==> config.mk <==
export PLATFORM = sky130hd
export DESIGN_NAME = priority_ordered_task_table_core
export DESIGN_NICKNAME = d
export VERILOG_FILES = /design/src/hw/rtl/pott_pkg.sv /design/src/hw/rtl/pott_front.sv /design/src/hw/rtl/pott_back.sv /design/src/hw/rtl/priority_ordered_task_table_core.sv
export SDC_FILE = /design/constraint.sdc
export NUM_CORES = 1
export LEC_CHECK = 0
export BUFFER_PORTS_ARGS = -buffer_cell sky130_fd_sc_hd__buf_2
export CELL_PAD_IN_SITES_DETAIL_PLACEMENT = 0
export CELL_PAD_IN_SITES_GLOBAL_PLACEMENT = 2
export CORE_ASPECT_RATIO = 1.75
export CORE_MARGIN = 1.5
export CORE_UTILIZATION = 46
export CTS_CLUSTER_DIAMETER = 50
export CTS_CLUSTER_SIZE = 30
export DETAILED_ROUTE_END_ITERATION = 8
export GPL_TIMING_DRIVEN = 0
export PLACE_DENSITY = 0.9
export SYNTH_ARGS = -nofsm -noshare
export SYNTH_HDL_FRONTEND = slang
export SYNTH_SLANG_ARGS = --single-unit
==> constraint.sdc <==
create_clock -name clk -period 4.75 [get_ports clk]
set_clock_uncertainty 0.2 [all_clocks]
set_input_delay 0.95 -clock clk [delete_from_list [all_inputs] [get_ports clk]]
set_output_delay 0.95 -clock clk [all_outputs]
set_load 0.03 [all_outputs]
==> src/hw/rtl/pott_pkg.sv <==
// ----------------------------------------------------------------------------
// pott_pkg
// Shared types and codes for the priority-ordered task table.
// ----------------------------------------------------------------------------
package pott_pkg;

  localparam int SLOT_W   = 4;
  localparam int STATUS_W = 2;
  localparam int COUNT_W  = 5;
  localparam int CMD_W    = 3;
  localparam int HANDLE_W = 16;
  localparam int PRIO_W   = 8;

  // command codes on the input word
  localparam logic [CMD_W-1:0] CMD_CREATE  = 3'd0;
  localparam logic [CMD_W-1:0] CMD_DESTROY = 3'd1;
  localparam logic [CMD_W-1:0] CMD_RUN     = 3'd2;
  localparam logic [CMD_W-1:0] CMD_FIND    = 3'd3;
  localparam logic [CMD_W-1:0] CMD_CLEAR   = 3'd4;

  // result status codes
  localparam logic [STATUS_W-1:0] ST_OK   = 2'd0;
  localparam logic [STATUS_W-1:0] ST_FULL = 2'd1;
  localparam logic [STATUS_W-1:0] ST_NONE = 2'd2;

  typedef struct packed {
    logic [CMD_W-1:0]    cmd;
    logic [HANDLE_W-1:0] handle;
    logic [PRIO_W-1:0]   priority_req;
    logic [SLOT_W-1:0]   slot_id;
  } in_item_t;

  typedef struct packed {
    logic [SLOT_W-1:0]   task_slot;
    logic [STATUS_W-1:0] status;
    logic [COUNT_W-1:0]  active_count;
    logic                last;
  } out_item_t;

  // decoded operation handed from front to back
  typedef enum logic [2:0] {
    OP_CREATE,
    OP_DESTROY,
    OP_RUN,
    OP_FIND,
    OP_CLEAR,
    OP_BAD
  } op_t;

  typedef struct packed {
    op_t                 op;
    logic [HANDLE_W-1:0] handle;
    logic [PRIO_W-1:0]   prio;
    logic [SLOT_W-1:0]   sid;
    logic                sid_ok;
  } task_cmd_t;

  // head of the command queue as seen by the back end
  typedef struct packed {
    logic      valid;
    task_cmd_t cmd;
  } cmd_slot_t;

endpackage

==> src/hw/rtl/pott_front.sv <==
// ----------------------------------------------------------------------------
// pott_front
// Accepts input words, decodes the command and queues it for the back end.
// ----------------------------------------------------------------------------
module pott_front #(
  parameter int TASK_SLOTS = 16
) (
  input  logic                clk,
  input  logic                rst_n,
  input  logic                in_valid,
  output logic                in_stall,
  input  pott_pkg::in_item_t  in_data,
  output pott_pkg::cmd_slot_t q_head,
  input  logic                q_pop
);
  import pott_pkg::*;

  task_cmd_t  dec;
  task_cmd_t  q_r [2];
  logic       wr_ptr_r, wr_ptr_nxt;
  logic       rd_ptr_r, rd_ptr_nxt;
  logic [1:0] cnt_r, cnt_nxt;
  logic       push;

  // decode the command word
  always_comb begin
    dec.handle = in_data.handle;
    dec.prio   = in_data.priority_req;
    dec.sid    = in_data.slot_id;
    dec.sid_ok = (32'(in_data.slot_id) < TASK_SLOTS);
    unique case (in_data.cmd)
      CMD_CREATE:  dec.op = OP_CREATE;
      CMD_DESTROY: dec.op = OP_DESTROY;
      CMD_RUN:     dec.op = OP_RUN;
      CMD_FIND:    dec.op = OP_FIND;
      CMD_CLEAR:   dec.op = OP_CLEAR;
      default:     dec.op = OP_BAD;
    endcase
  end

  assign in_stall = (cnt_r == 2'd2);
  assign push     = in_valid && !in_stall;

  // advance queue pointers
  always_comb begin
    wr_ptr_nxt = push ? !wr_ptr_r : wr_ptr_r;
    rd_ptr_nxt = q_pop ? !rd_ptr_r : rd_ptr_r;
    cnt_nxt    = cnt_r + {1'b0, push} - {1'b0, q_pop};
  end

  always_ff @(posedge clk) begin
    if (!rst_n) begin
      wr_ptr_r <= 1'b0;
      rd_ptr_r <= 1'b0;
      cnt_r    <= 2'd0;
    end else begin
      wr_ptr_r <= wr_ptr_nxt;
      rd_ptr_r <= rd_ptr_nxt;
      cnt_r    <= cnt_nxt;
    end
    if (push) begin
      q_r[wr_ptr_r] <= dec;
    end
  end

  assign q_head.valid = (cnt_r != 2'd0);
  assign q_head.cmd   = q_r[rd_ptr_r];

endmodule

==> src/hw/rtl/pott_back.sv <==
// ----------------------------------------------------------------------------
// pott_back
// Executes queued commands on the linked task table and drives the results.
// ----------------------------------------------------------------------------
module pott_back #(
  parameter int TASK_SLOTS  = 16,
  parameter int HANDLE_BITS = 16
) (
  input  logic                clk,
  input  logic                rst_n,
  input  pott_pkg::cmd_slot_t q_head,
  output logic                q_pop,
  output logic                out_valid,
  input  logic                out_stall,
  output pott_pkg::out_item_t out_data
);
  import pott_pkg::*;

  localparam int IW = $clog2(TASK_SLOTS);
  localparam int LW = IW + 1;
  localparam int CW = $clog2(TASK_SLOTS + 1);
  localparam logic [LW-1:0] NO_SLOT = LW'(TASK_SLOTS);
  localparam logic [IW-1:0] LAST_IDX = IW'(TASK_SLOTS - 1);

  typedef enum logic [3:0] {
    S_IDLE, S_DISPATCH, S_FREE, S_WALK_RD, S_WALK_CMP, S_LINK1, S_LINK2,
    S_DEL, S_FIND_RD, S_FIND_CMP, S_RUN_RD, S_RUN_EMIT, S_EMIT
  } state_t;

  // table storage
  logic [HANDLE_BITS-1:0] handle_mem [TASK_SLOTS];
  logic [PRIO_W-1:0]      prio_mem   [TASK_SLOTS];
  logic [LW-1:0]          next_mem   [TASK_SLOTS];
  logic [LW-1:0]          prev_mem   [TASK_SLOTS];
  logic [HANDLE_BITS-1:0] handle_q;
  logic [PRIO_W-1:0]      prio_q;
  logic [LW-1:0]          next_q;
  logic [LW-1:0]          prev_q;

  logic [IW-1:0] rd_addr;
  logic          hp_we;
  logic          nx_we, pv_we;
  logic [IW-1:0] nx_addr, pv_addr;
  logic [LW-1:0] nx_data, pv_data;

  state_t                state_r, state_nxt;
  logic [TASK_SLOTS-1:0] active_r, active_nxt;
  logic [LW-1:0]         head_r, head_nxt;
  logic [CW-1:0]         count_r, count_nxt;
  logic                  out_valid_r, out_valid_nxt;
  out_item_t             out_data_r, out_data_nxt;
  task_cmd_t             cmd_r, cmd_nxt;
  logic [LW-1:0]         cur_r, cur_nxt;
  logic [LW-1:0]         before_r, before_nxt;
  logic [IW-1:0]         scan_r, scan_nxt;
  logic [IW-1:0]         new_r, new_nxt;
  logic [SLOT_W-1:0]     res_slot_r, res_slot_nxt;
  logic [STATUS_W-1:0]   res_status_r, res_status_nxt;

  logic          out_free;
  logic [IW-1:0] sid_idx;
  logic [IW-1:0] cur_idx;

  assign out_free = !out_valid_r || !out_stall;
  assign sid_idx  = IW'(cmd_r.sid);
  assign cur_idx  = cur_r[IW-1:0];

  // sequencer
  always_comb begin
    state_nxt      = state_r;
    active_nxt     = active_r;
    head_nxt       = head_r;
    count_nxt      = count_r;
    out_valid_nxt  = out_valid_r && out_stall;
    out_data_nxt   = out_data_r;
    cmd_nxt        = cmd_r;
    cur_nxt        = cur_r;
    before_nxt     = before_r;
    scan_nxt       = scan_r;
    new_nxt        = new_r;
    res_slot_nxt   = res_slot_r;
    res_status_nxt = res_status_r;
    q_pop          = 1'b0;
    rd_addr        = cur_idx;
    hp_we          = 1'b0;
    nx_we          = 1'b0;
    pv_we          = 1'b0;
    nx_addr        = new_r;
    pv_addr        = new_r;
    nx_data        = cur_r;
    pv_data        = before_r;

    unique case (state_r)
      S_IDLE: begin
        if (q_head.valid) begin
          q_pop     = 1'b1;
          cmd_nxt   = q_head.cmd;
          state_nxt = S_DISPATCH;
        end
      end

      S_DISPATCH: begin
        res_slot_nxt   = '0;
        res_status_nxt = ST_NONE;
        state_nxt      = S_EMIT;
        unique case (cmd_r.op)
          OP_CREATE: begin
            if (count_r == CW'(TASK_SLOTS)) begin
              res_status_nxt = ST_FULL;
            end else begin
              scan_nxt  = '0;
              state_nxt = S_FREE;
            end
          end
          OP_DESTROY: begin
            res_slot_nxt = cmd_r.sid;
            if (cmd_r.sid_ok && active_r[sid_idx]) begin
              rd_addr   = sid_idx;
              state_nxt = S_DEL;
            end
          end
          OP_RUN: begin
            if (head_r != NO_SLOT) begin
              cur_nxt   = head_r;
              state_nxt = S_RUN_RD;
            end
          end
          OP_FIND: begin
            scan_nxt  = '0;
            state_nxt = S_FIND_RD;
          end
          OP_CLEAR: begin
            active_nxt     = '0;
            head_nxt       = NO_SLOT;
            count_nxt      = '0;
            res_status_nxt = ST_OK;
          end
          default: ;
        endcase
      end

      // find the lowest free slot
      S_FREE: begin
        if (!active_r[scan_r]) begin
          new_nxt    = scan_r;
          cur_nxt    = head_r;
          before_nxt = NO_SLOT;
          state_nxt  = S_WALK_RD;
        end else begin
          scan_nxt = scan_r + 1'b1;
        end
      end

      // walk the list to the insertion point
      S_WALK_RD: begin
        state_nxt = (cur_r == NO_SLOT) ? S_LINK1 : S_WALK_CMP;
      end

      S_WALK_CMP: begin
        if (cmd_r.prio < prio_q) begin
          state_nxt = S_LINK1;
        end else begin
          before_nxt = cur_r;
          cur_nxt    = next_q;
          state_nxt  = S_WALK_RD;
        end
      end

      // write the new slot and its own links
      S_LINK1: begin
        hp_we = 1'b1;
        nx_we = 1'b1;
        pv_we = 1'b1;
        if (before_r == NO_SLOT) begin
          head_nxt = {1'b0, new_r};
        end
        state_nxt = S_LINK2;
      end

      // patch the neighbors
      S_LINK2: begin
        nx_we   = (before_r != NO_SLOT);
        nx_addr = before_r[IW-1:0];
        nx_data = {1'b0, new_r};
        pv_we   = (cur_r != NO_SLOT);
        pv_addr = cur_idx;
        pv_data = {1'b0, new_r};
        active_nxt[new_r] = 1'b1;
        count_nxt         = count_r + 1'b1;
        res_slot_nxt      = SLOT_W'(new_r);
        res_status_nxt    = ST_OK;
        state_nxt         = S_EMIT;
      end

      // unlink a slot
      S_DEL: begin
        if (prev_q != NO_SLOT) begin
          nx_we   = 1'b1;
          nx_addr = prev_q[IW-1:0];
          nx_data = next_q;
        end else begin
          head_nxt = next_q;
        end
        pv_we   = (next_q != NO_SLOT);
        pv_addr = next_q[IW-1:0];
        pv_data = prev_q;
        active_nxt[sid_idx] = 1'b0;
        count_nxt           = count_r - 1'b1;
        res_status_nxt      = ST_OK;
        state_nxt           = S_EMIT;
      end

      // search handles in slot order
      S_FIND_RD: begin
        rd_addr   = scan_r;
        state_nxt = S_FIND_CMP;
      end

      S_FIND_CMP: begin
        if (active_r[scan_r] && handle_q == HANDLE_BITS'(cmd_r.handle)) begin
          res_slot_nxt   = SLOT_W'(scan_r);
          res_status_nxt = ST_OK;
          state_nxt      = S_EMIT;
        end else if (scan_r == LAST_IDX) begin
          res_slot_nxt   = '0;
          res_status_nxt = ST_NONE;
          state_nxt      = S_EMIT;
        end else begin
          scan_nxt  = scan_r + 1'b1;
          state_nxt = S_FIND_RD;
        end
      end

      // emit the run order, one word per entry
      S_RUN_RD: begin
        state_nxt = S_RUN_EMIT;
      end

      S_RUN_EMIT: begin
        if (out_free) begin
          out_valid_nxt             = 1'b1;
          out_data_nxt.task_slot    = SLOT_W'(cur_idx);
          out_data_nxt.status       = ST_OK;
          out_data_nxt.active_count = COUNT_W'(count_r);
          out_data_nxt.last         = (next_q == NO_SLOT);
          cur_nxt                   = next_q;
          state_nxt                 = (next_q == NO_SLOT) ? S_IDLE : S_RUN_RD;
        end
      end

      S_EMIT: begin
        if (out_free) begin
          out_valid_nxt             = 1'b1;
          out_data_nxt.task_slot    = res_slot_r;
          out_data_nxt.status       = res_status_r;
          out_data_nxt.active_count = COUNT_W'(count_r);
          out_data_nxt.last         = 1'b1;
          state_nxt                 = S_IDLE;
        end
      end

      default: state_nxt = S_IDLE;
    endcase
  end

  // hold state and registered outputs
  always_ff @(posedge clk) begin
    if (!rst_n) begin
      state_r     <= S_IDLE;
      active_r    <= '0;
      head_r      <= NO_SLOT;
      count_r     <= '0;
      out_valid_r <= 1'b0;
    end else begin
      state_r     <= state_nxt;
      active_r    <= active_nxt;
      head_r      <= head_nxt;
      count_r     <= count_nxt;
      out_valid_r <= out_valid_nxt;
    end
    out_data_r   <= out_data_nxt;
    cmd_r        <= cmd_nxt;
    cur_r        <= cur_nxt;
    before_r     <= before_nxt;
    scan_r       <= scan_nxt;
    new_r        <= new_nxt;
    res_slot_r   <= res_slot_nxt;
    res_status_r <= res_status_nxt;
  end

  // table memories: one write port each, registered read
  always_ff @(posedge clk) begin
    if (hp_we) begin
      handle_mem[new_r] <= HANDLE_BITS'(cmd_r.handle);
      prio_mem[new_r]   <= cmd_r.prio;
    end
    if (nx_we) begin
      next_mem[nx_addr] <= nx_data;
    end
    if (pv_we) begin
      prev_mem[pv_addr] <= pv_data;
    end
    handle_q <= handle_mem[rd_addr];
    prio_q   <= prio_mem[rd_addr];
    next_q   <= next_mem[rd_addr];
    prev_q   <= prev_mem[rd_addr];
  end

  assign out_valid = out_valid_r;
  assign out_data  = out_data_r;

endmodule

==> src/hw/rtl/priority_ordered_task_table_core.sv <==
// ----------------------------------------------------------------------------
// priority_ordered_task_table_core
// Task table kept as one linked list sorted by priority, creation order.
// ----------------------------------------------------------------------------
// Commands enter a two-word queue and run one at a time in the back end.
// A command is dispatched and then does its list or slot walk: create scans
// free slots one per cycle and then walks the list to the insertion point;
// find reads one handle at a time in slot order; run order gives one word
// per list entry, waiting while the output stalls; destroy, clear and
// unknown commands need no walk. The walk rate is set by the registered
// read of the link memory, whose data picks the next address.
// Results leave through an output register, so the queue keeps taking words
// while a result waits, until it holds two words.
module priority_ordered_task_table_core #(
  parameter int TASK_SLOTS  = 16,
  parameter int HANDLE_BITS = 16
) (
  input  logic                clk,
  input  logic                rst_n,
  input  logic                in_valid,
  output logic                in_stall,
  input  pott_pkg::in_item_t  in_data,
  output logic                out_valid,
  input  logic                out_stall,
  output pott_pkg::out_item_t out_data
);
  import pott_pkg::*;

  cmd_slot_t q_head;
  logic      q_pop;

  pott_front #(
    .TASK_SLOTS (TASK_SLOTS)
  ) u_front (
    .clk      (clk),
    .rst_n    (rst_n),
    .in_valid (in_valid),
    .in_stall (in_stall),
    .in_data  (in_data),
    .q_head   (q_head),
    .q_pop    (q_pop)
  );

  pott_back #(
    .TASK_SLOTS  (TASK_SLOTS),
    .HANDLE_BITS (HANDLE_BITS)
  ) u_back (
    .clk       (clk),
    .rst_n     (rst_n),
    .q_head    (q_head),
    .q_pop     (q_pop),
    .out_valid (out_valid),
    .out_stall (out_stall),
    .out_data  (out_data)
  );

endmodule

* Word level (Yosys, flattened, before mapping)
Memory sizes are Yosys's and may differ from the RTL's. A register that Yosys moved wholly into a read port is not among the register bits. Cells that the tools add are included.
Storage, ports and cells: flip-flop bits (word level) 72, RAM bits 606, bits of input ports 35, output and inout bits 14, logic and storage cells 207, memories 5
Cells by class: $add $sub $neg 5, $lt $le $gt $ge 6, eq/ne operators 48, muxes and demuxes 83, bitwise logic cells 4, reductions and logical operators 37
Memory list:
- u_back.handle_mem | depth 16, width 16, rd ports 1, clocked after Yosys merged registers in 1, write ports 1, line pott_back.sv:31 | logic [HANDLE_BITS-1:0] handle_mem [TASK_SLOTS];
- u_back.prio_mem | depth 16, width 8, rd ports 1, clocked after Yosys merged registers in 1, write ports 1, line pott_back.sv:32 | logic [PRIO_W-1:0] prio_mem [TASK_SLOTS];
- u_back.next_mem | depth 16, width 5, rd ports 1, clocked after Yosys merged registers in 1, write ports 1, line pott_back.sv:33 | logic [LW-1:0] next_mem [TASK_SLOTS];
- u_back.prev_mem | depth 16, width 5, rd ports 1, clocked after Yosys merged registers in 1, write ports 1, line pott_back.sv:34 | logic [LW-1:0] prev_mem [TASK_SLOTS];
- u_front.q_r | depth 2, width 31, rd ports 1, clocked after Yosys merged registers in 1, write ports 1, line pott_front.sv:19 | task_cmd_t q_r [2];
Operators with widths (number):
- 2-to-1 mux 4 bit | 18
- 2-to-1 mux 5 bit | 12
- one-hot mux 16 bit (3 select lines) | 1
- one-hot mux 4 bit (12 select lines) | 1
- one-hot mux 4 bit (2 select lines) | 4
- one-hot mux 5 bit (2 select lines) | 3
- one-hot mux 5 bit (3 select lines) | 2
- != test 5 bit, second input constant | 5
- == test 4 bit, second input constant | 6
- 2-to-1 mux 12 bit | 2
- one-hot mux 12 bit (2 select lines) | 1
- one-hot mux 4 bit (3 select lines) | 2
- == test 5 bit, second input constant | 4
- one-hot mux 5 bit (4 select lines) | 1
- 2-to-1 mux 1 bit | 19
- AND 16 bit | 1
- == test 16 bit | 1
- == test 4 x 3 -> 1 bit, second input constant | 4
- 2-to-1 mux 16 bit | 1
- inverter 16 bit | 1
- OR 16 bit | 1
- one-hot mux 4 bit (4 select lines) | 1
- < comparator 4 x 5 -> 1 bit, second input constant | 3
- one-hot mux 3 bit (5 select lines) | 1
- other kinds (38) | 88

* Logic depth before layout (Yosys ltp)
word-level depth 7, gate-level depth with buffers 13, gate-level depth less buffers 10

* Hierarchy
Synthesis repeated with hierarchy kept, for this count alone.
Second synthesis, totals: cell total of the unflattened synthesis 2038, area total of the unflattened synthesis 30280.3 um^2
By module, submodules not included:
- pott_back | times used 1, cells an instance 1911, area an instance 27777.9 um^2, seq. area each 19678.9 um^2
- pott_front | times used 1, cells an instance 127, area an instance 2502.4 um^2, seq. area each 1961.9 um^2

* Least setup slack after synthesis
No wires, ideal clock.
path type register to register, start point reg u_back.state_r[2], end point mem u_back.handle_mem[2][0] (enable), arrival time 3084 ps, data required time 4115 ps, path slack 1031 ps, stages on the path, launching flop included 7, buffers on the path 1, period minus slack after synthesis 3719 ps, cells stage by stage dfxtp_1 > clkbuf_1 > nand2b_1 > nor2_1 > nand2_1 > or2_2 > nor3_1
On the way: longest elaborated chain between the ends 4
Ends and longest elaborated chain:
- from (decl) | line pott_back.sv:46 | state_t state_r, state_nxt;
- from (signal assigned) | line pott_back.sv:275 | state_r <= state_nxt;
- == test 4 x 3 -> 1 bit | line pott_back.sv:93 | unique case (state_r)
- 2-to-1 mux 1 bit | line pott_back.sv:93
- 2-to-1 mux 1 bit | line pott_back.sv:293 | if (hp_we) begin
- 2-to-1 mux 1 bit (implied by the code) | line pott_back.sv:294 | handle_mem[new_r] <= HANDLE_BITS'(cmd_r.handle);
- to (decl) | line pott_back.sv:31
Every way passes these cells.

* Worst setup path after layout
start point reg u_back.cmd_r, in the netlist u_back.sid_idx[1], end point reg u_back.prev_q[4], read port of u_back.prev_mem
On the way: longest elaborated chain between the ends 6
Ends and longest elaborated chain:
- from (decl) | line pott_back.sv:52 | task_cmd_t cmd_r, cmd_nxt;
- from (signal assigned) | line pott_back.sv:282 | cmd_r <= cmd_nxt;
- binary-select mux 1 bit (select 4 bit) | line pott_back.sv:117 | if (cmd_r.sid_ok && active_r[sid_idx]) begin
- 2-to-1 mux 1 bit (implied by the code) | line pott_back.sv:117
- logical AND 1 bit | line pott_back.sv:117
- 2-to-1 mux 4 bit * | line pott_back.sv:117
- 2-to-1 mux 4 bit * | line pott_back.sv:106 | unique case (cmd_r.op)
- one-hot mux 4 bit (2 select lines) * | line pott_back.sv:93
- to (decl) | line pott_back.sv:38 | logic [LW-1:0] prev_q;
Every way passes the cells marked *; elsewhere a longest branch is shown, timed or not. The select of a mux whose other input is x is not followed. A chain may end at the register's enable or synchronous reset.

==> results.toml <==
[run_status]
status = "finished clean"

[pwr]
power_w = 0.0182
leakage_nw = 10.9
power_switching_w = 0.00651
pwr-share-seq_pct = 49.4
power_density_nw_per_um2 = 560
vdd_drop_max_mv = 0.375
combPwrFrac_pct = 29.5
p_int_w = 0.0117
p_sw_share_pct = 35.7
p_clk_share_pct = 21.1

[global_route]
antenna_found_initial = 0
grt_max_degree = 32
grt_pass1_wl_mm = 115
grt_pass1_vias = 18033
grt_usage_pct = 24.0
overflow = 0

[timing]
worst_pin_slew_ns = 1.37
slew_viol_final = 0
fin_crit_sh_pct = 95.3
whs_ns = 0.279
fin_ws_ns = 0.225
hold_viol_final = 0
max_freq_mhz = 221
finalCriticalPeriod_ns = 4.53
setup_violations = 0
rsz0062_at_grt = "false"
slew_headroom_pct = 8.11

[final_layout]
area_growth_pct = 10.2
seq_area_um2 = 21600
final_cell_mix = "edfxtp_1, nand2_1, mux2i_1, a32oi_1, nor2_1"
diodes = 0
layout_commonest_cell = "edfxtp_1"
fin_util_pct = 51.3
drive_gt1_share_pct = 12.7
nets = 2142
fillers = 5125
final_cells = 2928
multi_input_area_um2 = 7450

[logic_synthesis]
synth_edf_count = 673
async_flop_share_pct = 0
syn-cell-area_um2 = 29500
synth-seq-area-share_pct = 73.2
synth_flop_cell = "edfxtp_1"
synthCells = 1986
avgSynthCellArea_um2 = 14.9
ys_types = 65
ys_ff_latch = 742
yosysWarnings = 0
synth_nets = 2035

[clock_network]
clk_latency_ns = 0.60
cts_root_buffer = "clkbuf_16"
ctsHoldBuffers = 0
cts_resized = 0
cts.clk_slew.worst_paths_ns = 0.10
cts_tree = "yes"
post-cts-setup-buffers = 0
cts_made_buffers = 37
cts_sinks = 742
h-tree-depth = 2
cts_buffer_depth = 3

[worst_setup_path]
criticalPathCategory = "flip-flop to flip-flop"
worstSetupStartpointType = "flip-flop"
endpoint_kind = "flip-flop"
worstPathArrival_ns = 4.83
critical_path_required_ns = 5.06
path_max_fanout = 10

[placed_design]
dp_hpwl_mm = 56.7
dp_cells = 2859
place.gp.congestion = 0.884
pre_cts_slack_ns = 0.0336
portBuffers = 48

[routing]
wl_met1_mm = 26.9
wl_per_cell_um = 26.9
ant_nets = 0
drt_pass1_iterations = 6
met3_length_mm = 3.11
top_layer_used = "met4"
finalWirelength_mm = 78.7
drt-initial-drc-count = 1548
wl_met2_mm = 43.2
dr_total_vias = 17544
vias_per_cell = 5.99
drc_errors = 0

[floorplan]
start_util_pct = 46.6
die_y_um = 338
io_pins = 49
die_x_um = 194
rows = 122
dieArea_um2 = 65700
coreArea_um2 = 63300

[run]
maxCapViolations = 0

[min_path]
hp-class = "flip-flop to flip-flop"
worst paths after layout:
| path | from | endpoint | slack [ns] | cells past startpoint |
|---|---|---|---|---|
| max | u_back.sid_idx[1]$_DFFE_PP_ | u_back.prev_q[4]$_DFF_P_ | 0.22 | 12 |
| min | u_back.head_r[1]$_SDFFE_PN0P_ | u_back.head_r[1]$_SDFFE_PN0P_ | 0.28 | 2 |
| max reg2reg | u_back.sid_idx[1]$_DFFE_PP_ | u_back.prev_q[4]$_DFF_P_ | 0.22 | 12 |
| min reg2reg | u_back.head_r[1]$_SDFFE_PN0P_ | u_back.head_r[1]$_SDFFE_PN0P_ | 0.28 | 2 |
state kept, by name (all words and copies together) (netlist names), 5 cells and up:
name,cells
u_back.handle_mem,256
u_back.next_q,5
u_back.active_r,16
u_back.prev_q,5
u_back.cur_r,5
u_back.prio_q,8
u_back.head_r,5
u_back.before_r,5
u_back.count_r,5
u_back.out_data,12
u_front.q_r,62
u_back.next_mem,80
u_back.prev_mem,80
u_back.prio_mem,128
u_back.handle_q,16
u_back.cmd_r,27
through the flow:
stage | setup TNS, ns | cell area [µm²]
after floorplan | 0 | 29500
after global placement | -103.68 | 30700
after detailed placement | 0 | 31200
after CTS | 0 | 32500
after global routing | 0 | 32500
final | 0 | 32500
layer usage:
metal / GRT usage [%] / up-vias
met3: 2.22 / 205
met5: 0 / -
met1: 24.6 / 8900
li1: - / 7817
met2: 46.2 / 622
met4: 15.4 / 0
power by group through the flow:
stage               clock, W  sequential, W  combinational (W)
finish               0.00383        0.00900            0.00538
CTS                  0.00387        0.00899            0.00538
detailed placement         0        0.00914            0.00534
global route         0.00407        0.00906            0.00571
floorplan                  0        0.00879            0.00336
global placement           0        0.00911            0.00520
synth_stat cells (all sizes together), types with 4 or more instances:
library cell / number / area, µm²
a211oi: 4 / 40.0
a21o: 5 / 37.5
a21oi: 63 / 334
a221oi: 4 / 41.3
a22oi: 6 / 58.8
a31oi: 10 / 62.6
a32oi: 136 / 1190
and2: 11 / 68.8
and3: 4 / 25.0
and4: 34 / 298
buf: 56 / 290
clkbuf: 53 / 206
dfxtp: 69 / 1380
edfxtp: 673 / 20200
ha: 13 / 163
inv: 22 / 82.6
mux2: 41 / 462
mux2i: 137 / 1370
mux4: 10 / 225
nand2: 344 / 1290
nand2b: 13 / 81.3
nand3: 22 / 110
nand4: 8 / 50.1
nor2: 106 / 408
nor2b: 13 / 81.3
nor3: 19 / 106
nor4: 11 / 68.8
o211ai: 4 / 30.0
o21a: 4 / 30.0
o21ai: 27 / 135
xnor2: 21 / 184
xor2: 4 / 35.0
cell type report:
type	instances	share of cell area [%]
Buffer	109	1.54
Clock buffer	47	3.16
Clock inverter	21	0.770
Inverter	22	0.254
Multi-Input combinational cell	1113	22.9
Sequential cell	742	66.4
Tap cell	806	3.10
Timing Repair Buffer	68	1.84
cell families (layout without fill, tap and decap cells):
kind of cell    Yosys count  after routing  synth area share (%)
simple gates            602            602                  9.22
compound gates          284            284                  7.28
mux                     188            188                  6.98
fa+ha+maj                14             14                 0.619
flops                   742            742                  73.2
xor+xnor                 25             25                 0.742
buf+inv                 131            267                  1.96
critical path, stage by stage, from the launching register on:
cell      delay (ns)
edfxtp_1        0.45
clkbuf_2        0.31
mux4_2          0.38
mux4_2          0.55
and2_1          0.20
buf_6           0.14
a221oi_2        0.47
buf_4           0.27
buf_4           0.29
buf_2           0.39
nand2_1         0.09
a32oi_1         0.35
and4_1          0.34
Note: power is estimated with default switching activity, not from simulation.
